==> config.mk <==
export PLATFORM = sky130hd
export DESIGN_NAME = epwmp_job_fifo
export DESIGN_NICKNAME = d
export VERILOG_FILES = /design/src/rtl/epwmp_job_fifo.sv
export SDC_FILE = /design/constraint.sdc
export NUM_CORES = 1
export LEC_CHECK = 0
export BUFFER_PORTS_ARGS = -buffer_cell sky130_fd_sc_hd__buf_2
export CAP_MARGIN = 20
export CORE_MARGIN = 3
export CORE_UTILIZATION = 43
export CTS_BUF_LIST = sky130_fd_sc_hd__clkbuf_2 sky130_fd_sc_hd__clkbuf_4 sky130_fd_sc_hd__clkbuf_8
export CTS_CLUSTER_SIZE = 8
export DETAILED_ROUTE_END_ITERATION = 10
export PLACE_DENSITY = 0.79
export SYNTH_ARGS = -nofsm -noshare
export SYNTH_HDL_FRONTEND = slang
export SYNTH_SLANG_ARGS = --single-unit
==> constraint.sdc <==
create_clock -name clk -period 1.8 [get_ports clk]
set_input_delay 0.18 -clock clk [delete_from_list [all_inputs] [get_ports clk]]
set_output_delay 0.18 -clock clk [all_outputs]
set_load 0.05 [all_outputs]
==> src/rtl/epwmp_job_fifo.sv <==
// Two-entry job queue between the front end and the evaluation engine.
`timescale 1ns / 1ps

module epwmp_job_fifo #(
  parameter int WIDTH = 9
) (
  input  logic             clk,
  input  logic             rst,
  input  logic             push,
  input  logic [WIDTH-1:0] push_data,
  input  logic             pop,
  output logic [WIDTH-1:0] pop_data,
  output logic             empty,
  output logic             full
);

  logic [WIDTH-1:0] mem [2];
  logic             wr_ptr;
  logic             rd_ptr;
  logic [1:0]       fill;

  assign pop_data = mem[rd_ptr];
  assign empty    = (fill == 2'd0);
  assign full     = fill[1];

  // Store entries.
  always_ff @(posedge clk) begin
    if (push) begin
      mem[wr_ptr] <= push_data;
    end
  end

  // Advance pointers and fill level.
  always_ff @(posedge clk) begin
    if (rst) begin
      wr_ptr <= 1'b0;
      rd_ptr <= 1'b0;
      fill   <= 2'd0;
    end else begin
      if (push) begin
        wr_ptr <= ~wr_ptr;
      end
      if (pop) begin
        rd_ptr <= ~rd_ptr;
      end
      case ({push, pop})
        2'b10:   fill <= fill + 2'd1;
        2'b01:   fill <= fill - 2'd1;
        default: fill <= fill;
      endcase
    end
  end

`ifndef SYNTHESIS
  a_no_push_when_full: assert property (@(posedge clk) disable iff (rst)
    push |-> !full)
    else $error("job pushed into a full queue");

  a_no_pop_when_empty: assert property (@(posedge clk) disable iff (rst)
    pop |-> !empty)
    else $error("job popped from an empty queue");
`endif

endmodule

==> metrics <==
Max Slew Vio Count 0; Core Area between 1500 and 2000 sq um; Total Power 1.10 mW; cell family with most CP delay flip-flops; Post-synth EDFFs 18; Synth cell types 13; status finished clean; Max FO, Critical Path 9; clock skew between 0.007 and 0.008 ns; Port Buffers 23; Final #Nets 91; Syn Std Cell Area between 800 and 900 sq um; cts hold-fix bufs 0; DRT iter0 DRCs 10; CP max stage cell dfxtp_1; max cap viols 0; antenna cells 0; Cells after Synth 49; Rows 15; setup TNS 0 ns; routed vias ~470; DRC 0; final worst setup slack 0.169 ns; Worst Tran Pin Value just under 0.4 ns; vias per std cell 4.62; vias in the first global route 508; switching power between 0.3 and 0.4 mW; min Tclk post-route 1.63 ns; pre-CTS WS 0.497 ns; CTS Sinks 23; Post-synth ARST share 0%; TritonCTS clock tree built; Worst Path Buf+Inv 1; # resized after CTS 0; Tcrit/Tclk final 90.6%; Syn-to-layout area delta 21.2%; antenna violations before repair 0; per-cell routed wire length between 10 and 15 um; Routed WL 1.18 mm; CP startpoint kind flop; Die X between 50 and 60 um; Top-Level Pins 24; worst rel slew slack between 70% and 80%; Clock Power Share a little over a fifth; setup bufs post-CTS 0; yosys warns 0; Fin. Hold Viols 0; RSZ-0062 raised after global routing false; number of fill cells about 140; Initial Utilization a little under half; CP arrival 1.45 ns; hold path depth 1; Internal 0.786 mW; Seq cells post-synth 23; first-pass GRT wire length 1.99 mm; deepest clock path buffer count 2; largest net degree at the start of global routing 13; TritonCTS Buffers 3; CP Depth 2; Pre-antenna DRT Iters 4; die height a little over 50 um; syn nets 63; endpoints failing setup 0; Post-Syn Area per Cell 17.2 sq um; sw frac between 20% and 30%; Logic pwr share about a fifth; grt total ovfl 0; full die area about 2500 sq um; Pleak 0.400 nW; PwrDens ~1100 nW/um^2; final weighted congestion in routability-driven placement roughly 0.64; Largest stage delay, worst path between 0.5 and 0.6 ns; clk slew on worst S/H paths around 0.12 ns; Root Buffer clkbuf_4; Post-DP HPWL between 800 and 900 um; post-synthesis sequential area ratio about three quarters; CP Class reg2out; CP required between 1.5 and 2 ns; FMAX 0.613 GHz; Flop pwr share a little under three fifths; worst min path class in2reg; Post-synth top flop edfxtp_1; H-tree levels 1; Clock Latency Late Sink 0.30 ns; VDD IR max about 0.51 mV; CP Cell Sequence mux2_2 > buf_2; Critical Path End Type primary output; total track usage between 10 and 15%; Final ANT Viol Nets 0; reg2reg path depth 1; layout cells sized above 1 roughly 49%
-- worst paths after layout --
path / from / end / slack [ns]
max: flop / pop_data[6] / 0.17
min: push_data[1] / mem[1][1] / 0.06
min reg2reg: fill[1] / fill[1] / 0.53
max reg2reg: wr_ptr / mem[1][6] / 0.70
-- layer usage --
layer	up-vias	GRT usage [%]	share of wire, %	wire length, um
met1	215	11.7	39	454
li1	230	-	-	-
met4	0	6.91	2.9	34
met5	-	0	0	0
met3	5	2.97	5.9	70
met2	17	18.3	53	619
-- final cells by class --
cell class / instances / area [sq um] / share of cell area, %
clock buffers: 4 / 30.0 / 2.94
inverters: 1 / 3.75 / 0.367
flip-flops and latches: 23 / 641 / 62.7
repair buffers: 24 / 123 / 12.0
well taps: 25 / 31.3 / 3.06
multi-input cells: 24 / 194 / 19.0
-- flip-flops by register name, indices dropped and copies added (netlist names), named ones only --
signal  cells
fill        2
mem        18
wr_ptr      1
rd_ptr      1
-- cell families after synthesis --
| kind of cell | after synthesis | share of synthesized area, % |
|---|---|---|
| buf+inv | 2 | 1.04 |
| compound gates | 2 | 1.19 |
| flops | 23 | 76.0 |
| fa+ha+maj | 1 | 1.48 |
| mux | 9 | 12.0 |
| xor+xnor | 4 | 4.16 |
| simple gates | 8 | 4.16 |
-- synth_stat cells (all sizes together), types with 3 or more instances --
library cell | instances | share of area [%]
dfxtp | 5 | 12
edfxtp | 18 | 64
mux2 | 9 | 12
nor2 | 6 | 2.7
xnor2 | 3 | 3.1
-- power by group through the flow --
stage	logic, mW	clock network [mW]	registers (mW)
floorplan	0.171	0	0.647
global placement	0.226	0	0.645
detailed placement	0.231	0	0.647
CTS	0.231	0.249	0.635
global route	0.242	0.264	0.639
finish	0.228	0.240	0.634
-- cells in the final DEF, fill, tap and decap left out --
master / netlist / layout
xor2_1: 1 / 1
xnor2_1: 3 / 3
buf_4: 0 / 1
inv_1: 1 / 1
o21ai_0: 1 / 1
buf_2: 1 / 23
mux2_2: 9 / 9
nor2_1: 6 / 6
edfxtp_1: 18 / 18
dfxtp_1: 5 / 5
clkbuf_4: 0 / 4
or3_1: 1 / 1
and2_1: 1 / 1
ha_1: 1 / 1
a21oi_1: 1 / 1
-- stage by stage --
step | util, % | hold slack (ns) | cells | instance area, sq um
after floorplan | - | 0.249 | 49 | 843
after global placement | 55.6 | 0.369 | 97 | 992
after detailed placement | 55.6 | 0.373 | 97 | 992
after CTS | 57.3 | 0.0457 | 101 | 1020
after global routing | 57.3 | 0.0456 | 101 | 1020
final | 57.3 | 0.0570 | 101 | 1020
Note: power is estimated with default switching activity, not from simulation.
