==> src/rtl/epwmp_ram.sv <==
// Generic simple dual-port RAM: one write port, one registered read port.
`timescale 1ns / 1ps

module epwmp_ram #(
  parameter int WIDTH = 16,
  parameter int DEPTH = 64,
  localparam int ADDR_W = $clog2(DEPTH)
) (
  input  logic              clk,
  input  logic              we,
  input  logic [ADDR_W-1:0] waddr,
  input  logic [WIDTH-1:0]  wdata,
  input  logic [ADDR_W-1:0] raddr,
  output logic [WIDTH-1:0]  rdata
);

  logic [WIDTH-1:0] mem [DEPTH];

  // Write and registered read; a read at the written address returns old data.
  always_ff @(posedge clk) begin
    if (we) begin
      mem[waddr] <= wdata;
    end
    rdata <= mem[raddr];
  end

endmodule

==> config.mk <==
export PLATFORM = sky130hd
export DESIGN_NAME = epwmp_ram
export DESIGN_NICKNAME = d
export VERILOG_FILES = /design/src/rtl/epwmp_ram.sv
export SDC_FILE = /design/constraint.sdc
export NUM_CORES = 1
export LEC_CHECK = 0
export ABC_AREA = 1
export BUFFER_PORTS_ARGS = -buffer_cell sky130_fd_sc_hd__buf_2
export CORE_MARGIN = 2
export CORE_UTILIZATION = 34
export CTS_CLUSTER_DIAMETER = 150
export DETAILED_ROUTE_END_ITERATION = 12
export PLACE_DENSITY_LB_ADDON = 0.12
export SLEW_MARGIN = 20
export SYNTH_ARGS = -nofsm -noshare
export SYNTH_HDL_FRONTEND = slang
export SYNTH_SLANG_ARGS = --single-unit
==> constraint.sdc <==
create_clock -name clk -period 4.65 [get_ports clk]
set_clock_uncertainty 0.2 [all_clocks]
set_input_delay 0.2325 -clock clk [delete_from_list [all_inputs] [get_ports clk]]
set_output_delay 0.2325 -clock clk [all_outputs]
set_load 0.02 [all_outputs]
==> flow_summary_export.csv <==
group,metric,value,unit
outcome,status,"finished clean",
pwr,p_comb_share,6.5,%
route,drcViolationCount,0,
clock_tree,clkTransAtPathRegs,0.06,ns
worst_setup_path,crit_path_start,"raddr[3]",
synthesis,synthTopCellsByArea,"edfxtp_1 73%, nand2_1 12%, nand3_1 10%",
worst_setup_path,cp_top_family,"buffers and inverters",
route,vias_per_cell,5.01,
min_path,worstHoldStart,"waddr[1]",
sta,tightest_slew,1.11,ns
sta,post-route-min-period,2.62,ns
synthesis,synthesis.area,0.0421,sq mm
floorplanning,initial_core_util,34.1,%
sta,drv_slew,0,
sta,slew_headroom,25.9,%
worst_setup_path,crit_slowest_cell,"dlygate4sd3_1",
synthesis,syn-num-nets,3547,
sta,setup_slack,2.03,ns
clock_tree,numCtsBuffers,114,
global_route,grt_start_max_net_pins,145,
cells_and_area,fin_nets,3584,
worst_setup_path,r2r_setup_slack,2.50,ns
min_path,hold_class,"primary input to flop",
global_route,overflow,0,
synthesis,ys.warnings.count,0,
clock_tree,clock_latency,0.71,ns
worst_setup_path,crit_cells,9,
worst_setup_path,worstPathMaxFanout,27,
pwr,irDropWorstVdd,319,uV
floorplanning,ios,46,
synthesis,ys_seq_area_share,73.8,%
synthesis,synth-seq-cells,1040,
floorplanning,die_w,356,um
worst_setup_path,crit_buf_inv,5,
placement,dpl_worst_slack,1.53,ns
sta,fin_tns_setup,0,ns
floorplanning,die_area,0.127,sq mm
placement,place_hpwl,71.6,mm
worst_setup_path,worstSetupStartpointType,"primary input",
placement,place.gp.congestion,0.872,
sta,min_period_over_period,56.3,%
pwr,powerDensity,427,mW/mm^2
floorplanning,die_h,356,um
synthesis,synth_cells,3517,
route,drt_iter0_drc,2269,
sta,max_freq,382,MHz
worst_setup_path,endpoint,"rdata[13]$_DFF_P_",
pwr,total_power,20.3,mW
pwr,p_sw,4.75,mW
cells_and_area,postLayoutCoreUtil,38.6,%
sta,rsz0062_at_grt,"false",
min_path,hold_path_depth,3,
clock_tree,cts.htree.levels,3,
pwr,internal_power,15.6,mW
worst_setup_path,critical-path-max-stage-delay,0.56,ns
route,ant_nets,0,
global_route,track_usage,19.7,%
worst_setup_path,crit_path_end_kind,"flop",
flow_run,cap_violations,0,
floorplanning,num_rows,129,
pwr,leakagePower,16.9,nW
synthesis,avgSynthCellArea,12.0,sq um
pwr,seqPwrFrac,51.2,%
route,vias,26500,
cells_and_area,post-route-cell-area,0.0476,sq mm
floorplanning,coreArea,0.123,sq mm
synthesis,ys_types,16,
pwr,p_clk_share,42.3,%
worst_setup_path,crit_arrival,2.98,ns
clock_tree,cts_tree,"built",
global_route,grt_pass1_wl,182,mm
worst_setup_path,ff2ff_path_depth,9,
route,drt_first_pass_iters,8,
clock_tree,cts_sinks,1040,
worst_setup_path,crit_chain,"dlygate4sd3_1 -> buf_2 -> inv_2 -> buf_4 -> nand2_1 -> nand3_1 -> nand3_1 -> dlygate4sd3_1 -> nand2_1",
cells_and_area,drive_gt1_share,8.83,%
worst_setup_path,r2r-end,"rdata[13]$_DFF_P_",
placement,placed_area,0.0439,sq mm
placement,io_buffers,45,
sta,hold_viol,0,
synthesis,yosysTopAreaCell,"edfxtp_1",
clock_tree,cts-root-buf,"clkbuf_16",
worst_setup_path,r2r_start,"mem[43][13]$_DFFE_PP_",
global_route,antenna_found_initial,8,
global_route,grt_pass1_vias,25300,
clock_tree,clk_path_buf_depth,3,
route,wl_per_cell,23.9,um
sta,setup-violations-final,0,
synthesis,yosysTopAreaCellShare,73.0,%
route,wirelength,126,mm
pwr,switching_share,23.3,%
worst_setup_path,crit_type,"primary input to flop",
cells_and_area,area_growth,13.2,%
worst_setup_path,required,5.01,ns
[cells by family after synthesis]
group,after synthesis,synth area share (%)
flops,1040,73.8
simple gates,2240,22.7
buf+inv,237,3.54
[what timing repair did]
item	4_1_cts	5_1_grt
endpoints found under the hold margin	246	54
hold buffers	13	2
setup buffers	0	0
gates resized for setup	0	0
[worst reg2reg max path, cell delays in order (launching register included)]
cell	delay (ns)
edfxtp_1	0.36
nand2_1	0.10
nand3_1	0.13
nand3_1	0.12
nand2_1	0.09
nand2_1	0.08
nand3_1	0.18
nand3_1	0.13
dlygate4sd3_1	0.56
nand2_1	0.05
[final cells by class]
| type | instances | area [sq um] |
|---|---|---|
| clock inverter | 60 | 435 |
| multi-input combinational | 2240 | 9670 |
| sequential | 1040 | 31100 |
| inverter | 12 | 83.8 |
| antenna | 4 | 10.0 |
| timing repair buffer | 146 | 1240 |
| tap | 1637 | 2050 |
| fill | 12000 | 75700 |
| clock buffer | 150 | 3090 |
[power by group through the flow]
stage / Sequential [mW] / Combinational [mW] / Clock [mW]
after floorplan: 10.6 / 0.694 / 0
after global placement: 10.6 / 1.33 / 0
after detailed placement: 10.6 / 1.33 / 0
after CTS: 10.4 / 1.34 / 8.81
after global routing: 10.4 / 1.44 / 9.16
final: 10.4 / 1.32 / 8.61
[cells in the mapped netlist, drive strengths merged]
master,number
nand4,9
dfxtp,16
clkbuf,26
inv,12
nor2,56
edfxtp,1024
nand2,1296
nand3,871
buf,199
nor4,8
[cell usage in the layout, fill, tap and decap left out, types with 2 or more instances in the layout]
master / count
dfxtp_1: 16
clkinv_2: 16
nor2_1: 25
diode_2: 4
clkbuf_8: 6
inv_1: 8
nand2_1: 1296
clkbuf_16: 116
buf_12: 15
edfxtp_1: 1024
nand4_1: 9
nor2_2: 31
buf_8: 2
clkbuf_1: 28
clkinv_8: 3
clkinv_1: 34
dlygate4sd3_1: 15
buf_2: 41
nand3_1: 871
nor4_2: 8
bufinv_16: 5
buf_4: 72
[routing by layer]
layer | track usage, % | vias to the layer above | routed length, um
met4 | 4.54 | 8 | 2560
met5 | 0 | - | 53
met3 | 4.19 | 165 | 7120
li1 | - | 12500 | -
met1 | 27.2 | 13300 | 56500
met2 | 31.9 | 586 | 60000
[registers in the layout, indices dropped and copies added (netlist names)]
register,cells
mem,1024
rdata,16
[metrics by stage]
step	cells	hold WS (ns)
floorplan	3517	0.131
global placement	5059	0.453
detailed placement	5059	0.455
CTS	5282	0.00257
global route	5285	0.0404
finish	5289	0.0498
[worst min-delay path by stage]
stage / to / slack (ns)
floorplan: mem[0][0]$_DFFE_PP_ / 0.13
global placement: rdata[13] / 0.45
detailed placement: rdata[13] / 0.45
CTS: mem[49][9]$_DFFE_PP_ / 0.003
global route: mem[53][7]$_DFFE_PP_ / 0.04
finish: mem[53][7]$_DFFE_PP_ / 0.05
No activity file was read; power rests on OpenSTA's default activity.
