File: config.mk
export PLATFORM = sky130hd
export DESIGN_NAME = epwmp_back
export DESIGN_NICKNAME = d
export VERILOG_FILES = /design/src/rtl/epwmp_pkg.sv /design/src/rtl/epwmp_ram.sv /design/src/rtl/epwmp_back.sv
export SDC_FILE = /design/constraint.sdc
export NUM_CORES = 2
export LEC_CHECK = 0
export ABC_CLOCK_PERIOD_IN_PS = 37300
export BUFFER_PORTS_ARGS = -buffer_cell sky130_fd_sc_hd__buf_2
export CAP_MARGIN = 30
export CORE_ASPECT_RATIO = 1.75
export CORE_MARGIN = 2
export CORE_UTILIZATION = 61
export DETAILED_ROUTE_END_ITERATION = 8
export GPL_TIMING_DRIVEN = 0
export HOLD_SLACK_MARGIN = 0.02
export PLACE_DENSITY = 0.77
export SYNTH_ARGS = -nofsm -noshare
export SYNTH_HDL_FRONTEND = slang
export SYNTH_HIERARCHICAL = 1
export SYNTH_SLANG_ARGS = --single-unit
File: constraint.sdc
create_clock -name clk -period 37.3 [get_ports clk]
set_input_delay 7.46 -clock clk [delete_from_list [all_inputs] [get_ports clk]]
set_output_delay 7.46 -clock clk [all_outputs]
set_load 0.02 [all_outputs]
File: src/rtl/epwmp_pkg.sv
// Shared types and constants for the weighted end-pick maximum block.
`timescale 1ns / 1ps

package epwmp_pkg;

  localparam int PRICE_W = 16;
  localparam int TOTAL_W = 28;

  typedef logic [PRICE_W-1:0] price_t;
  typedef logic [TOTAL_W-1:0] total_t;

  // Largest total the result port can carry; larger totals saturate here.
  localparam total_t TOTAL_MAX = '1;

  typedef struct packed {
    total_t best_total;
    logic   overflowed;
  } result_t;

endpackage

File: src/rtl/epwmp_ram.sv
// Generic simple dual-port RAM: one write port, one registered read port.
`timescale 1ns / 1ps

module epwmp_ram #(
  parameter int WIDTH = 16,
  parameter int DEPTH = 64,
  localparam int ADDR_W = $clog2(DEPTH)
) (
  input  logic              clk,
  input  logic              we,
  input  logic [ADDR_W-1:0] waddr,
  input  logic [WIDTH-1:0]  wdata,
  input  logic [ADDR_W-1:0] raddr,
  output logic [WIDTH-1:0]  rdata
);

  logic [WIDTH-1:0] mem [DEPTH];

  // Write and registered read; a read at the written address returns old data.
  always_ff @(posedge clk) begin
    if (we) begin
      mem[waddr] <= wdata;
    end
    rdata <= mem[raddr];
  end

endmodule

File: src/rtl/epwmp_back.sv
// Evaluation engine: sweeps the interval table row by row and emits the best total.
`timescale 1ns / 1ps

module epwmp_back #(
  parameter int MAX_ITEMS = 64,
  localparam int CNT_W = $clog2(MAX_ITEMS + 1),
  localparam int IDX_W = (MAX_ITEMS > 1) ? $clog2(MAX_ITEMS) : 1,
  localparam int JOB_W = CNT_W + 2
) (
  input  logic                  clk,
  input  logic                  rst,
  input  logic                  job_valid,
  input  logic [JOB_W-1:0]      job_data,
  output logic                  job_pop,
  output logic [IDX_W:0]        pl_addr,
  output logic [IDX_W:0]        pr_addr,
  input  epwmp_pkg::price_t     pl_data,
  input  epwmp_pkg::price_t     pr_data,
  output logic                  release_valid,
  output logic                  release_bank,
  output logic                  res_valid,
  output epwmp_pkg::result_t    res
);

  localparam int SUM_W  = $clog2(MAX_ITEMS * (MAX_ITEMS + 1) / 2 + 1);
  localparam int ACC_W  = epwmp_pkg::PRICE_W + SUM_W;
  localparam int PROD_W = epwmp_pkg::PRICE_W + CNT_W;
  localparam int CMP_W  = (ACC_W > epwmp_pkg::TOTAL_W) ? ACC_W : epwmp_pkg::TOTAL_W;
  localparam int BDEPTH = 2 ** IDX_W;

  localparam logic [1:0] S_IDLE  = 2'd0;
  localparam logic [1:0] S_RUN   = 2'd1;
  localparam logic [1:0] S_DRAIN = 2'd2;

  logic [1:0]       state;
  logic             drain;
  logic [CNT_W-1:0] n;
  logic [CNT_W-1:0] len;
  logic [CNT_W-1:0] year;
  logic [IDX_W-1:0] idx;
  logic             bank;
  logic             dropped;

  logic             issue;
  logic [CNT_W-1:0] right;
  logic [CNT_W-1:0] last_idx;
  logic             pass_done;
  logic             row_done;

  // Stage 1: read data arrives
  logic             v1;
  logic             first1;
  logic             final1;
  logic [IDX_W-1:0] idx1;
  logic [CNT_W-1:0] year1;
  logic [ACC_W-1:0] ba_rd;
  logic [ACC_W-1:0] bb_rd;

  // Stage 2: products registered
  logic              v2;
  logic              first2;
  logic              final2;
  logic [IDX_W-1:0]  idx2;
  logic [PROD_W-1:0] prod_l;
  logic [PROD_W-1:0] prod_r;
  logic [ACC_W-1:0]  best_a2;
  logic [ACC_W-1:0]  best_b2;

  logic [ACC_W-1:0]  take_l;
  logic [ACC_W-1:0]  take_r;
  logic [ACC_W-1:0]  best_new;
  logic [CMP_W-1:0]  best_ext;
  epwmp_pkg::total_t best_sat;

  // Issue one cell per cycle in S_RUN: left end idx, right end idx + len - 1.
  assign issue     = (state == S_RUN);
  assign right     = CNT_W'(idx) + len - CNT_W'(1);
  assign last_idx  = n - len;
  assign pass_done = (CNT_W'(idx) == last_idx);
  assign row_done  = (len == n);

  assign pl_addr = {bank, idx};
  assign pr_addr = {bank, right[IDX_W-1:0]};

  assign job_pop       = (state == S_IDLE) && job_valid;
  assign release_valid = (state == S_DRAIN) && drain && row_done;
  assign release_bank  = bank;

  // Two copies of the rolling row give two reads per cycle: entries idx and idx + 1.
  epwmp_ram #(
    .WIDTH (ACC_W),
    .DEPTH (BDEPTH)
  ) u_row_a (
    .clk   (clk),
    .we    (v2),
    .waddr (idx2),
    .wdata (best_new),
    .raddr (idx),
    .rdata (ba_rd)
  );

  epwmp_ram #(
    .WIDTH (ACC_W),
    .DEPTH (BDEPTH)
  ) u_row_b (
    .clk   (clk),
    .we    (v2),
    .waddr (idx2),
    .wdata (best_new),
    .raddr (idx + IDX_W'(1)),
    .rdata (bb_rd)
  );

  // Sequencer: one pass per interval length, with a drain phase (S_DRAIN) between
  // passes so the next pass reads what this one wrote.
  always_ff @(posedge clk) begin
    if (rst) begin
      state <= S_IDLE;
      drain <= 1'b0;
    end else begin
      unique case (state)
        S_IDLE: begin
          if (job_valid) begin
            state <= S_RUN;
          end
        end
        S_RUN: begin
          if (pass_done) begin
            state <= S_DRAIN;
            drain <= 1'b0;
          end
        end
        S_DRAIN: begin
          if (!drain) begin
            drain <= 1'b1;
          end else if (row_done) begin
            state <= S_IDLE;
          end else begin
            state <= S_RUN;
          end
        end
        default: state <= S_IDLE;
      endcase
    end
  end

  // Row counters: latch the job, walk cells, step to the next length.
  always_ff @(posedge clk) begin
    if (job_pop) begin
      n       <= job_data[JOB_W-1:2];
      dropped <= job_data[1];
      bank    <= job_data[0];
      len     <= CNT_W'(1);
      year    <= job_data[JOB_W-1:2];
      idx     <= '0;
    end else if (issue && !pass_done) begin
      idx <= idx + IDX_W'(1);
    end else if ((state == S_DRAIN) && drain && !row_done) begin
      len  <= len + CNT_W'(1);
      year <= year - CNT_W'(1);
      idx  <= '0;
    end
  end

  // Pipeline valids.
  always_ff @(posedge clk) begin
    if (rst) begin
      v1        <= 1'b0;
      v2        <= 1'b0;
      res_valid <= 1'b0;
    end else begin
      v1        <= issue;
      v2        <= v1;
      res_valid <= v2 && final2;
    end
  end

  // Stage 1 payload: carry cell tags alongside the reads.
  always_ff @(posedge clk) begin
    first1 <= (len == CNT_W'(1));
    final1 <= row_done;
    idx1   <= idx;
    year1  <= year;
  end

  // Stage 2 payload: weight both ends by the turn number.
  always_ff @(posedge clk) begin
    first2  <= first1;
    final2  <= final1;
    idx2    <= idx1;
    prod_l  <= PROD_W'(pl_data) * PROD_W'(year1);
    prod_r  <= PROD_W'(pr_data) * PROD_W'(year1);
    best_a2 <= ba_rd;
    best_b2 <= bb_rd;
  end

  // Pick the better end; single-item intervals take the product alone.
  always_comb begin
    take_l   = ACC_W'(prod_l) + (first2 ? '0 : best_b2);
    take_r   = ACC_W'(prod_r) + (first2 ? '0 : best_a2);
    best_new = (take_l > take_r) ? take_l : take_r;
    best_ext = CMP_W'(best_new);
    best_sat = (best_ext > CMP_W'(epwmp_pkg::TOTAL_MAX)) ? epwmp_pkg::TOTAL_MAX
                                                         : best_ext[epwmp_pkg::TOTAL_W-1:0];
  end

  // Hold the final cell of the row as the result.
  always_ff @(posedge clk) begin
    if (v2 && final2) begin
      res.best_total <= best_sat;
      res.overflowed <= dropped;
    end
  end

`ifndef SYNTHESIS
  a_pop_on_empty_pipe: assert property (@(posedge clk) disable iff (rst)
    job_pop |-> (!v1 && !v2))
    else $error("new row started while the cell pipeline was busy");

  a_single_strobe: assert property (@(posedge clk) disable iff (rst)
    res_valid |=> !res_valid)
    else $error("result strobe held for more than one cycle");

  a_cell_in_row: assert property (@(posedge clk) disable iff (rst)
    (state == S_RUN) |-> (({1'b0, CNT_W'(idx)} + {1'b0, len}) <= {1'b0, n}))
    else $error("cell issued outside the current row");
`endif

endmodule

==> results_dict.tcl <==
set metrics [dict create \
    outcome "complete, but fails checks" \
    failed_checks "design-rule violations" \
    dp_hpwl_mm 317.0 \
    die_h_um 669.8 \
    crit_fanout 19 \
    io_pins 91 \
    place_ws_ns 20.78 \
    crit_type "input pin to output port" \
    synthCells 7944 \
    numCtsBuffers 325 \
    cts_setup_buffers 0 \
    dp_cells 11640 \
    worstPathRequired_ns 29.84 \
    route.detailed.drc 10 \
    grtUsageTotal_pct 35.43 \
    slew_violations 0 \
    rows 244 \
    power_density_mw_per_mm2 89.62 \
    hold_viol_final 0 \
    grt_pass1_wl_mm 633.5 \
    synth_most_common_cell "edfxtp_1" \
    ff2ff_path_depth 29 \
    critPathArrivalTime_ns 9.12 \
    vias_per_cell 6.795 \
    finalCritPeriodShare_pct 44.45 \
    reg2reg_to "u_row_a/mem[4][9]" \
    seq_area_frac_synth_pct 73.12 \
    whs_path_depth 0 \
    synthTopCellsByArea "edfxtp_1 71%, mux4_2 11%, dfxtp_1 2.6%" \
    clock_skew_ns 0.07234 \
    setup_viol 0 \
    fmax_mhz 60.32 \
    synthesis.area_sq_mm 0.1545 \
    areaGrowthSynthToFinish_pct 14.42 \
    postCtsHoldBufs 0 \
    port_buffers 90 \
    antenna_found_initial 30 \
    layout-drive-gt1-share_pct 25.41 \
    cpPeakStageDelay_ns 0.76 \
    cts.sinks 3829 \
    worstHoldEndpoint "best_a2[1]" \
    p_leak_uw 0.05797 \
    end_kind "output port" \
    drt_wl_total_mm 452.1 \
    ys_warn_count 6 \
    drv_cap 0 \
    dieArea_sq_mm 0.2575 \
    critPathBufInv 3 \
    crit_family "buffers and inverters" \
    ys_ff_latch 3829 \
    fin_crit_ns 16.58 \
    worst_slack_ns 20.72 \
    place.gp.congestion 0.9667 \
    root_buffer "clkbuf_16" \
    critical_path.slowest_cell "clkbuf_2" \
    cp_common_cell "buf_2" \
    die_w_um 384.5 \
    first_global_vias 85570 \
    via_count 83270 \
    htreeDepth 5 \
    grt_overflow 0 \
    start_util_pct 61.28 \
    clock_latency_ns 0.91 \
    crit-reg2reg-launch "first2" \
    synth_cell_types 91 \
    synth-edff-count 3629 \
    ir_drop_mv 0.1460 \
    min_path_type "flop to flop" \
    crit_chain "buf_2, nor3b_1, clkbuf_2, buf_2" \
    synth_top_cell_by_area "edfxtp_1" \
    synthArstFlopShare_pct 0 \
    cts_tree "built" \
    tns_ns 0 \
    startpoint_type "input pin" \
    grt_max_degree 97 \
    avgSynthCellArea_sq_um 19.45 \
    clk_pin_slew_ns 0.07 \
    crit_cells 4 \
    rsz0062_at_grt "no" \
    syn_nets 8305 \
    clockBufferDepth 4 \
    drt_iter0_markers 10930 \
    placed_area_sq_mm 0.1661 \
    core_area_sq_mm 0.2522 \
    instances_no_fill 12250 \
    relSlewSlack_pct 19.18 \
    antenna_left 0 \
    synth_ff_type "edfxtp_1" \
    worstMarginPinSlew_ns 1.203 \
    avgRoutedWirePerCell_um 36.89 \
    cts_resized 0 \
    stdcell_area_sq_mm 0.1768 \
    synthTopCellsByCount "3,629 x edfxtp_1, 736 x mux4_2, 252 x nand2_1, 247 x nor2_1, 239 x mux2i_1" \
    synth_top_area_share_pct 70.52 \
    min_from "u_row_a/rdata[1]" \
    rrSetupSlack_ns 28.62 \
    fin_nets 9018 \
    dr.pass1.iters 9 \
]
## per-layer routing
layer / wire length (um) / global-route usage, %
met5: 67 / 0
met4: 52710 / 32.23
met3: 35630 / 6.246
met2: 227600 / 59.47
met1: 136100 / 38.04
## state kept, by name, summed over array words and instances, names as in the netlist, 2 cells and up
name and flops:
best_a2 28, prod_l 23, n 7, u_row_b/rdata 28
state 2, res 29, best_b2 28, u_row_b/mem 1792
u_row_a/mem 1792, idx 6, prod_r 23, year 7
len 7, idx1 6, idx2 6, u_row_a/rdata 28
year1 7
## where the power goes
group | internal (uW) | switching [uW] | total [uW] | leakage [uW]
Clock | 1900 | 1510 | 3410 | 0.00514
Sequential | 6400 | 62.9 | 6470 | 0.0346
Combinational | 1880 | 4090 | 5970 | 0.0182
## stage by stage
stage | total power (uW) | hold slack [ns] | util [%]
floorplan | 9533 | 0.3096 | -
global placement | 12360 | 0.3098 | 63.10
detailed placement | 12420 | 0.3121 | 65.86
CTS | 15800 | 0.3220 | 70.05
global route | 16240 | 0.3317 | 70.10
finish | 15840 | 0.3245 | 70.11
## worst max path at each step
stage	start	end	slack (ns)
3_5_place_dp	job_valid	job_pop	20.78
2_1_floorplan	job_valid	job_pop	21.22
5_1_grt	job_valid	job_pop	20.69
4_1_cts	job_valid	job_pop	20.77
3_3_place_gp	first2	u_row_a/mem[19][13]	15.24
6_report	job_valid	job_pop	20.72
## worst reg2reg max path, delay by kind of cell, from the launching register on
kind                     cells  cell delay [ns]
buffers and inverters       11             3.00
AO/OA/AOI/OAI               10             2.51
AND/OR/NAND/NOR              4             1.05
adder cells (fa/ha/maj)      3             1.02
flip-flops                   1             0.47
XOR/XNOR                     1             0.39
## kinds of logic (layout without fill, tap and decap cells)
logic type | after synthesis | in the layout | synth area share (%)
AOI/OAI and AO/OA | 948 | 948 | 4.283
xor gates and xnor gates | 113 | 113 | 0.6405
adders and majority gates | 317 | 317 | 3.257
buffers and inverters | 599 | 1570 | 1.814
DFF | 3829 | 3829 | 73.12
muxes | 1209 | 1209 | 13.98
other | 0 | 18 | 0
and+or+nand+nor | 929 | 929 | 2.909
## layout make-up
cell class / count / area, sq um
antenna: 18 / 45.04
buffer: 402 / 2064
clock buffer: 407 / 8775
sequential: 3829 / 113000
fill: 15110 / 75370
multi-input combinational: 3516 / 40140
tap: 3321 / 4155
timing repair buffer: 386 / 6125
inverter: 197 / 739.5
clock inverter: 178 / 1784
## layout by cell type, fill, tap and decap left out, types with 24 or more instances in the layout
cell,count
edfxtp_1,3629
mux4_2,736
clkbuf_16,336
nand2_1,252
clkbuf_1,240
mux2i_1,236
mux2_2,233
o22ai_1,210
dfxtp_1,200
inv_1,197
buf_2,195
ha_1,175
buf_4,147
fa_1,142
nor2_4,124
nor2_1,123
buf_12,121
a21oi_1,109
nor2b_1,102
o21ai_0,100
buf_16,87
nor3_1,82
xnor2_1,78
a21o_1,73
and2_1,69
a22oi_1,65
clkinv_1,59
clkinv_2,52
a211oi_1,47
o22a_1,44
o211ai_1,39
nand3_1,36
xor2_1,35
a22o_1,34
bufinv_16,32
nor4_1,29
o21ai_1,28
nand2b_1,24
Power figures use the tool's default switching activity.
