**config.mk**
```make
export PLATFORM = sky130hd
export DESIGN_NAME = epwmp_front
export DESIGN_NICKNAME = d
export VERILOG_FILES = /design/src/rtl/epwmp_pkg.sv /design/src/rtl/epwmp_front.sv
export SDC_FILE = /design/constraint.sdc
export NUM_CORES = 1
export LEC_CHECK = 0
export ABC_CLOCK_PERIOD_IN_PS = 1950
export BUFFER_PORTS_ARGS = -buffer_cell sky130_fd_sc_hd__buf_2
export CAP_MARGIN = 20
export CORE_UTILIZATION = 43
export CTS_BUF_LIST = sky130_fd_sc_hd__clkbuf_8
export CTS_CLUSTER_DIAMETER = 120
export DETAILED_ROUTE_END_ITERATION = 8
export HOLD_SLACK_MARGIN = 0.12
export PLACE_DENSITY = 0.82
export REMOVE_ABC_BUFFERS = 1
export SLEW_MARGIN = 0
export SYNTH_ARGS = -nofsm -noshare
export SYNTH_HDL_FRONTEND = slang
export SYNTH_SLANG_ARGS = --single-unit
```
**constraint.sdc**
```tcl
create_clock -name clk -period 1.95 [get_ports clk]
set_input_delay 0.2925 -clock clk [delete_from_list [all_inputs] [get_ports clk]]
set_output_delay 0.2925 -clock clk [all_outputs]
set_load 0.1 [all_outputs]
```
**src/rtl/epwmp_pkg.sv**
```systemverilog
// Shared types and constants for the weighted end-pick maximum block.
`timescale 1ns / 1ps

package epwmp_pkg;

  localparam int PRICE_W = 16;
  localparam int TOTAL_W = 28;

  typedef logic [PRICE_W-1:0] price_t;
  typedef logic [TOTAL_W-1:0] total_t;

  // Largest total the result port can carry; larger totals saturate here.
  localparam total_t TOTAL_MAX = '1;

  typedef struct packed {
    total_t best_total;
    logic   overflowed;
  } result_t;

endpackage

```
**src/rtl/epwmp_front.sv**
```systemverilog
// Front end: takes price transactions, fills a price bank and queues one job per row.
`timescale 1ns / 1ps

module epwmp_front #(
  parameter int MAX_ITEMS = 64,
  localparam int CNT_W = $clog2(MAX_ITEMS + 1),
  localparam int IDX_W = (MAX_ITEMS > 1) ? $clog2(MAX_ITEMS) : 1,
  localparam int JOB_W = CNT_W + 2
) (
  input  logic                  clk,
  input  logic                  rst,
  input  logic                  start,
  input  epwmp_pkg::price_t     price,
  input  logic                  last,
  output logic                  busy,
  output logic                  wr_en,
  output logic [IDX_W:0]        wr_addr,
  output epwmp_pkg::price_t     wr_data,
  output logic                  push,
  output logic [JOB_W-1:0]      push_data,
  input  logic                  queue_full,
  input  logic                  release_valid,
  input  logic                  release_bank
);

  logic [CNT_W-1:0] count;
  logic [CNT_W-1:0] count_inc;
  logic             dropped;
  logic             wbank;
  logic [1:0]       bank_busy;
  logic [1:0]       bank_busy_next;
  logic             accept;
  logic             store;

  // Stall while the fill bank holds an unevaluated row or the job queue is full.
  assign busy   = bank_busy[wbank] || queue_full;
  assign accept = start && !busy;
  assign store  = (count != CNT_W'(MAX_ITEMS));

  assign count_inc = count + CNT_W'(1);

  // Write the price into the current bank when there is room.
  assign wr_en   = accept && store;
  assign wr_addr = {wbank, count[IDX_W-1:0]};
  assign wr_data = price;

  // Queue a job at the end of each row: item count, drop flag, bank.
  assign push      = accept && last;
  assign push_data = {(store ? count_inc : count), (dropped || !store), wbank};

  // Track which banks hold rows not yet evaluated.
  always_comb begin
    bank_busy_next = bank_busy;
    if (release_valid) begin
      bank_busy_next[release_bank] = 1'b0;
    end
    if (push) begin
      bank_busy_next[wbank] = 1'b1;
    end
  end

  always_ff @(posedge clk) begin
    if (rst) begin
      count     <= '0;
      dropped   <= 1'b0;
      wbank     <= 1'b0;
      bank_busy <= '0;
    end else begin
      bank_busy <= bank_busy_next;
      if (accept) begin
        if (last) begin
          count   <= '0;
          dropped <= 1'b0;
          wbank   <= ~wbank;
        end else if (store) begin
          count <= count_inc;
        end else begin
          dropped <= 1'b1;
        end
      end
    end
  end

endmodule

```
==> reports/metrics.csv, run 1 <==
stage;metric;value;unit
outcome;status;complete, no violations;
floorplanning;core;1820;um^2
setup_path;worstPathMaxFanout;6;
sta;post-route-min-period;1.94;ns
cts;cts_setup_buffers;0;
floorplanning;initial_core_util;47.9;%
synthesis;avgSynthCellArea;7.65;um^2
final_layout;diodes;0;
sta;fin_skew;0.00365;ns
final_layout;final_nets;142;
placed_design;port_buffers;25;
worst_hold_path;min_path_type;in -> reg;
sta;finalMaxSlewViolations;0;
final_layout;utilization;57.5;%
cts;htreeDepth;1;
synthesis;ys_top_cells_by_area;dfxtp_1, buf_4, xnor2_1, a21oi_1, nand3_1;
synthesis;yosys.cell_types.count;33;
sta;slew-limit-headroom;67.7;%
final_layout;layout.cells.non_filler;141;
sta;fmax;0.514;GHz
drt;final_antenna_net_count;0;
setup_path;timing.rr.start;wbank;
drt;wl;2110;um
synthesis;muxShareOfSynthArea;1.58;%
grt;antenna_found_initial;0;
sta;rsz0062_at_grt;yes;
synthesis;async_flop_share;0;%
cts;clockRootBuffer;clkbuf_8;
final_layout;area_delta_synth_final;19.9;%
worst_hold_path;worstHoldStart;release_bank;
grt;grt-ovfl-total;0;
worst_hold_path;min_to;bank_busy[1];
placed_design;hpwl;1550;um
synthesis;synth_top_cell_by_area;dfxtp_1;
drt;drc;0;
setup_path;cp-end-kind;primary output;
setup_path;r2r-end;count[5];
flow_run;drv_cap;0;
setup_path;worstPathArrival;1.65;ns
floorplanning;core.rowCount;15;
synthesis;syn_area;872;um^2
synthesis;ys_seq_area_share;25.3;%
cts;cts_tree;yes;
drt;routed_via_density;5.29;
placed_design;gp_congestion;0.804;
synthesis;synth-simple-area-share;24.4;%
drt;vias;746;
drt;wl_per_cell;15.0;um
synthesis;synth_top_family_by_area;buffers and inverters;
drt;drt_iter0_drc;14;
cts;clk_path_buf_depth;2;
drt;drt-pass1-iter-count;4;
cts;clk_pin_slew_worst_paths;0.06;ns
grt;grt_start_max_net_pins;14;
synthesis;yosysWarnings;0;
setup_path;slowest_delay;0.38;ns
synthesis;synthXorXnorAreaFrac;6.03;%
grt;track_usage;21.0;%
power_and_ir_drop;power.leakage;0.435;nW
cts;ctsHoldBuffers;0;
cts;cts_buffers;3;
sta;fin_crit_sh;99.7;%
sta;setup_viol;0;
setup_path;start_kind;register;
sta;tightest_slew;0.488;ns
floorplanning;die_w;47.0;um
synthesis;ys.flop_type;dfxtp_1;
synthesis;synth.ff_latch_count;11;
final_layout;drive_gt1_share;41.4;%
setup_path;crit_type;reg -> out;
setup_path;critPathRequiredTime;1.66;ns
grt;grt_pass1_wl;3210;um
synthesis;synthCells;114;
synthesis;synth_enable_flop_cells;0;
placed_design;place_inst;137;
sta;hold_viol;0;
synthesis;synthAdderAreaFrac;2.87;%
floorplanning;die_height;47.0;um
setup_path;ff2ff_setup_slack;0.28;ns
power_and_ir_drop;p_per_area;579;nW/um^2
grt;first_global_vias;693;
worst_hold_path;hold_path_depth;4;
synthesis;synth_top_area_share;25.3;%
power_and_ir_drop;peakVddDrop;0.447;mV
setup_path;crit_path_top_delay_cell;dfxtp_4;
cts;clock_latency;0.25;ns
setup_path;rr_worst_depth;4;
cts;cts.sinks;11;
floorplanning;io_pins;58;
setup_path;path_cells;ha_2, nand3_1, or2_4, xnor2_2, buf_12;
synthesis;synth_compound_area_share;13.3;%
floorplanning;die_area;2210;um^2
## flip-flops by register name, indices dropped and copies added (netlist names)
name,count
count,7
bank_busy,2
dropped,1
wbank,1
## cells in the mapped netlist, types with 2 or more instances
cell type and count:
inv_1 6, nand2_1 6, o21ai_0 4, nor2b_1 2, nand3_1 7, or2_2 2
a21oi_1 9, dfxtp_1 11, buf_4 25, a31oi_1 2, nand2b_1 2, ha_1 2
nor2_1 7, nand4_1 2, xnor2_1 6, buf_2 2, clkbuf_1 3
## worst max path at each step
stage	from	end	slack [ns]	depth (start not counted)
final	count[0]	push_data[8]	0.006	5
after floorplan	count[0]	push_data[8]	-1.83	4
after CTS	count[0]	push_data[8]	0.01	5
after detailed placement	count[0]	push_data[8]	0.08	5
after global routing	count[0]	push_data[8]	-0.06	5
after global placement	count[0]	push_data[8]	0.12	5
## cell usage in the layout (no fill, tap or decap), types with 2 or more instances in the layout
master	instances
o21ai_0	4
inv_1	7
xnor2_2	2
buf_12	8
buf_2	16
clkbuf_8	3
xnor2_1	4
nor2_1	5
a21oi_1	9
nor2_2	2
nand4_1	2
nand2_1	6
nand3_1	7
buf_4	3
nand2b_1	2
a31oi_1	2
dfxtp_1	9
## worst max-delay path: cells and delay by family (launching register included)
| family | cells | cell delay, ns |
|---|---|---|
| simple gates | 2 | 0.40 |
| flops | 1 | 0.38 |
| fa+ha+maj | 1 | 0.22 |
| xor+xnor | 1 | 0.20 |
| buf+inv | 1 | 0.20 |
## where the power goes
part	internal, mW	switching [mW]
clock	0.139	0.0972
combinational	0.0346	0.102
sequential	0.228	0.00515
total	0.402	0.204
## metal layers
| layer | GRT usage [%] | routed length (um) | up-vias | share of wire [%] |
|---|---|---|---|---|
| li1 | - | - | 361 | - |
| met1 | 27.5 | 939 | 338 | 44 |
| met2 | 27.5 | 898 | 45 | 42 |
| met3 | 13.8 | 257 | 2 | 12 |
| met4 | 5.71 | 18 | 0 | 0.85 |
| met5 | 7.50 | 0 | - | 0 |
## layout make-up
type,instances,area (um^2)
Sequential cell,11,225
Tap cell,25,31.3
Inverter,6,22.5
Multi-Input combinational cell,67,452
Timing Repair Buffer,28,270
Clock inverter,1,3.75
Fill cell,175,774
Clock buffer,3,41.3
## stage by stage
stage / TNS (ns) / hold WS [ns] / setup WS [ns] / power (mW) / cell area, um^2
global route: -0.117 / 0.378 / -0.0587 / 0.620 / 1050
floorplan: -21.57 / 0.362 / -1.83 / 0.334 / 663
global placement: 0 / 0.475 / 0.120 / 0.369 / 962
finish: 0 / 0.353 / 0.00604 / 0.606 / 1050
CTS: 0 / 0.352 / 0.0123 / 0.600 / 1040
detailed placement: 0 / 0.486 / 0.0782 / 0.372 / 962
## kinds of logic (layout without fill, tap and decap cells)
kind of cell | after synthesis | count (layout)
AO/OA/AOI/OAI | 20 | 20
XOR/XNOR | 6 | 6
adder cells (fa/ha/maj) | 2 | 2
buffers and inverters | 36 | 38
flip-flops | 11 | 11
multiplexers | 1 | 1
AND/OR/NAND/NOR | 38 | 38
## what timing repair did
action,CTS,global route
pin swaps,1,0
endpoints found under the setup margin,5,5
gates resized for setup,11,3
(Power assumes the default switching activity.)
==> run 2, diff against run 1 <==
Settings changed: SETUP_SLACK_MARGIN set to 0.4.
==> run 2 against run 1 <==
Largest power group unchanged. First-iteration DRC count increased to 2.7 times the previous value. Sequential cell count unchanged. Combinational power up 41%.
==> reports/metrics.csv, run 2 (synthesis results as in run 1) <==
stage;metric;value;unit
grt;track_usage;30.1;%
cts;cts_buffers;3;
power_and_ir_drop;clock_power_share;36.0;%
power_and_ir_drop;p_sw;0.227;mW
sta;worst_slack;0.0422;ns
grt;first_global_vias;863;
placed_design;pre_cts_slack;0.0782;ns
placed_design;dpl_cell_area;962;um^2
drt;vias;996;
setup_path;critPathRequiredTime;2.07;ns
floorplanning;core.rowCount;15;
power_and_ir_drop;p_int;0.431;mW
sta;fmax;0.524;GHz
sta;setup_viol;0;
cts;htreeDepth;1;
cts;clk_pin_slew_worst_paths;0.06;ns
sta;tightest_slew;0.492;ns
placed_design;port_buffers;25;
drt;routed_via_density;5.96;
power_and_ir_drop;peakVddDrop;0.437;mV
final_layout;largest_registers;count x7, bank_busy x2;
final_layout;area_delta_synth_final;66.1;%
drt;final_antenna_net_count;0;
sta;fin_skew;0.00191;ns
flow_run;drv_cap;0;
grt;grt_start_max_net_pins;14;
grt;grt_pass1_wl;4340;um
final_layout;final_cell_mix;buf_4, buf_2, a21oi_1, buf_12;
final_layout;final_area;1450;um^2
setup_path;start_kind;register;
setup_path;cp-end-kind;register;
worst_hold_path;min_path_type;in -> reg;
sta;post-route-min-period;1.91;ns
power_and_ir_drop;p_per_area;454;nW/um^2
power_and_ir_drop;power.leakage;0.619;nW
final_layout;diodes;0;
final_layout;largest_reg_flops;7;
drt;drt-pass1-iter-count;4;
cts;ctsHoldBuffers;0;
sta;rsz0062_at_grt;yes;
grt;antenna_found_initial;0;
cts;clk_path_buf_depth;2;
drt;wl;3430;um
floorplanning;die_w;47.0;um
sta;fin_crit_sh;97.8;%
final_layout;regMostFlops;count;
sta;slew-limit-headroom;67.4;%
sta;fin_setup_tns;0;ns
grt;grt-ovfl-total;0;
floorplanning;core;1820;um^2
final_layout;final_common_cell;buf_4;
drt;drc;0;
cts;cts_tree;yes;
floorplanning;die_area;2210;um^2
power_and_ir_drop;p_comb_share;29.1;%
floorplanning;die_height;47.0;um
power_and_ir_drop;total_power;0.658;mW
floorplanning;io_pins;58;
power_and_ir_drop;p_sw_share;34.4;%
floorplanning;initial_core_util;47.9;%
placed_design;gp_congestion;0.804;
sta;finalMaxSlewViolations;0;
outcome;status;complete, no violations;
setup_path;crit_type;reg -> reg;
power_and_ir_drop;p_seq_share;34.8;%
drt;wl_per_cell;20.6;um
cts;clock_latency;0.24;ns
drt;drt_iter0_drc;38;
setup_path;worstPathMaxFanout;3;
sta;hold_viol;0;
cts;cts.sinks;11;
final_layout;drive_gt1_share;62.7;%
placed_design;hpwl;1550;um
setup_path;worstPathArrival;2.02;ns
cts;clockRootBuffer;clkbuf_8;
final_layout;final_nets;168;
==> run 2: per-stage QoR <==
stage,utilization (%),hold slack (ns),cells
finish,79.6,0.391,167
global route,79.6,0.390,167
CTS,73.3,0.352,159
detailed placement,52.9,0.486,137
global placement,52.9,0.475,137
floorplan,-,0.362,84
==> run 2: final cells by class <==
| type | count | area [um^2] |
|---|---|---|
| multi-input cells | 67 | 611 |
| repair buffers | 54 | 497 |
| fillers | 107 | 372 |
| flip-flops and latches | 11 | 240 |
| clock buffers | 3 | 41.3 |
| well taps | 25 | 31.3 |
| inverters | 6 | 25.0 |
| clock inverters | 1 | 3.75 |
==> run 2: layer usage <==
metal / share of wire (%) / up-vias / wire (um) / GRT usage [%]
met3: 12 / 13 / 425 / 19.2
met2: 49 / 92 / 1680 / 43.9
met1: 35 / 473 / 1210 / 32.6
met5: 0 / - / 0 / 0
met4: 3.3 / 0 / 112 / 18.3
li1: - / 418 / - / -
==> run 2: final timing paths <==
check               start      endpoint  slack (ns)  depth (start not counted)
max              count[0]      count[0]        0.04                         12
min          release_bank  bank_busy[1]        0.39                          4
max reg2reg      count[0]      count[0]        0.04                         12
min reg2reg       dropped       dropped        0.54                          2
==> run 2: critical path: stages, from the launching register on <==
cell and delay [ns]:
dfxtp_4 0.39, inv_4 0.05, buf_4 0.13, buf_4 0.12, buf_4 0.13, buf_4 0.13, buf_4 0.12, buf_4 0.12
buf_4 0.12, buf_4 0.12, buf_4 0.12, nand4_1 0.10, o22ai_1 0.11
==> run 2: repair_timing <==
action	4_1_cts	5_1_grt
pin swaps	7	8
setup endpoints to repair	12	16
gates resized for setup	45	13
cloned	0	0
buffers inserted	18	8
==> run 2: power groups by stage <==
stage	logic, mW	clock network [mW]	registers (mW)
floorplan	0.0718	0	0.262
global placement	0.131	0	0.237
detailed placement	0.134	0	0.238
CTS	0.175	0.231	0.231
global route	0.198	0.252	0.229
finish	0.192	0.237	0.229
==> run 3, diff against run 2 <==
Settings changed: ABC_CLOCK_PERIOD_IN_PS 1950 to unset, PLACE_DENSITY 0.82 to 0.88.
==> run 3 against run 2 <==
Global-route usage down 3.3 points. Total power down 3.4%. Sequential power about the same. Sequential cell count unchanged. Setup slack better by 0.067 ns. Highest routed layer unchanged.
==> reports/metrics.csv, run 3 (synthesis results as in run 1) <==
stage;metric;value;unit
sta;rsz0062_at_grt;yes;
power_and_ir_drop;peakVddDrop;0.461;mV
worst_hold_path;worstHoldStart;release_bank;
setup_path;path_cells;nor4b_4, and2_4, xnor2_4, buf_12;
sta;hold_viol;0;
final_layout;drive_gt1_share;58.1;%
setup_path;worstPathMaxFanout;6;
setup_path;start_kind;register;
grt;track_usage;26.7;%
final_layout;regMostFlops;count;
sta;tightest_slew;0.487;ns
drt;vias;863;
sta;fin_skew;0.00805;ns
floorplanning;io_pins;58;
setup_path;crit_path_top_delay_cell;dfxtp_4;
cts;clk_path_buf_depth;2;
sta;fmax;0.543;GHz
setup_path;worstPathArrival;1.55;ns
drt;drc;0;
floorplanning;die_height;47.0;um
grt;grt_pass1_wl;4010;um
cts;cts_tree;yes;
final_layout;diodes;0;
final_layout;final_area;1300;um^2
final_layout;largest_reg_flops;7;
grt;grt_start_max_net_pins;14;
sta;hold_ws;0.387;ns
floorplanning;die_w;47.0;um
grt;grt-ovfl-total;0;
drt;wl_per_cell;18.4;um
drt;wl;2830;um
setup_path;cp-end-kind;primary output;
grt;antenna_found_initial;0;
placed_design;pre_cts_slack;0.0917;ns
drt;final_antenna_net_count;0;
cts;clock_latency;0.24;ns
worst_hold_path;min_path_type;in -> reg;
final_layout;area_delta_synth_final;49.4;%
drt;drt-pass1-iter-count;4;
floorplanning;initial_core_util;47.9;%
outcome;status;complete, no violations;
drt;routed_via_density;5.60;
floorplanning;core;1820;um^2
sta;fin_crit_sh;94.4;%
floorplanning;core.rowCount;15;
final_layout;layout.cells.non_filler;154;
power_and_ir_drop;p_per_area;488;nW/um^2
final_layout;largest_registers;count x7, bank_busy x2;
cts;cts_buffers;3;
placed_design;gp_congestion;0.819;
setup_path;slowest_delay;0.37;ns
final_layout;final_cell_mix;buf_2, buf_4, a21oi_1, buf_12, nand2_1;
sta;finalMaxSlewViolations;0;
placed_design;hpwl;1590;um
floorplanning;die_area;2210;um^2
cts;htreeDepth;1;
grt;first_global_vias;820;
setup_path;ff2ff_setup_slack;0.47;ns
setup_path;timing.rr.start;wbank;
cts;clk_pin_slew_worst_paths;0.06;ns
sta;post-route-min-period;1.84;ns
placed_design;port_buffers;25;
sta;slew-limit-headroom;67.8;%
sta;worst_slack;0.110;ns
cts;cts.sinks;11;
cts;clockRootBuffer;clkbuf_8;
flow_run;drv_cap;0;
drt;drt_iter0_drc;17;
worst_hold_path;min_to;bank_busy[1];
placed_design;place_inst;137;
placed_design;dpl_cell_area;962;um^2
sta;fin_setup_tns;0;ns
worst_hold_path;hold_path_depth;4;
setup_path;rr_worst_depth;5;
power_and_ir_drop;power.leakage;0.555;nW
setup_path;r2r-end;count[5];
setup_path;crit_type;reg -> out;
final_layout;final_nets;155;
setup_path;critPathRequiredTime;1.66;ns
sta;setup_viol;0;
run 3: area by class of cell:
cell class                 count  area, um^2
multi-input combinational     67         558
tap                           25        31.3
inverter                       6        22.5
fill                         129         518
clock inverter                 1        3.75
timing repair buffer          41         407
sequential                    11         239
clock buffer                   3        41.3
run 3: worst max-delay path by stage:
| stage | depth (start not counted) | slack, ns | to | from |
|---|---|---|---|---|
| finish | 4 | 0.11 | push_data[2] | count[2] |
| global placement | 5 | 0.13 | push_data[8] | count[0] |
| detailed placement | 5 | 0.09 | push_data[8] | count[0] |
| floorplan | 4 | -1.83 | push_data[8] | count[0] |
| global route | 4 | 0.07 | push_data[1] | count[2] |
| CTS | 4 | 0.14 | push_data[2] | count[2] |
run 3: through the flow:
step	power, mW	utilization (%)
floorplan	0.334	-
global placement	0.368	52.9
detailed placement	0.371	52.9
CTS	0.623	68.4
global route	0.651	71.5
finish	0.635	71.5
run 3: critical path: cells and delay by family (launching register included):
family,cells,cell delay (ns)
and+or+nand+nor,2,0.61
DFF,1,0.37
buffers and inverters,1,0.19
xor gates and xnor gates,1,0.14
run 3: power by group:
group          internal (mW)  total (mW)  switching, mW  leakage [nW]
clock                  0.139       0.234         0.0949        0.0269
sequential             0.225       0.229        0.00450        0.0936
combinational         0.0575       0.173          0.115         0.434
run 3: layer usage:
metal  vias up  global-route usage, %  routed length (um)
li1        392                      -                   -
met1       403                   30.8                1060
met2        66                   43.1                1430
met3         2                   15.0                 319
met4         0                   6.86                  23
met5         -                      0                   0
run 3: what timing repair did:
action | CTS | global route
hold buffers | 0 | 0
buffers inserted | 8 | 5
endpoints found under the hold margin | 0 | 0
pin swaps | 9 | 7
cloned | 0 | 0
setup endpoints to repair | 12 | 13
resized for setup | 44 | 6
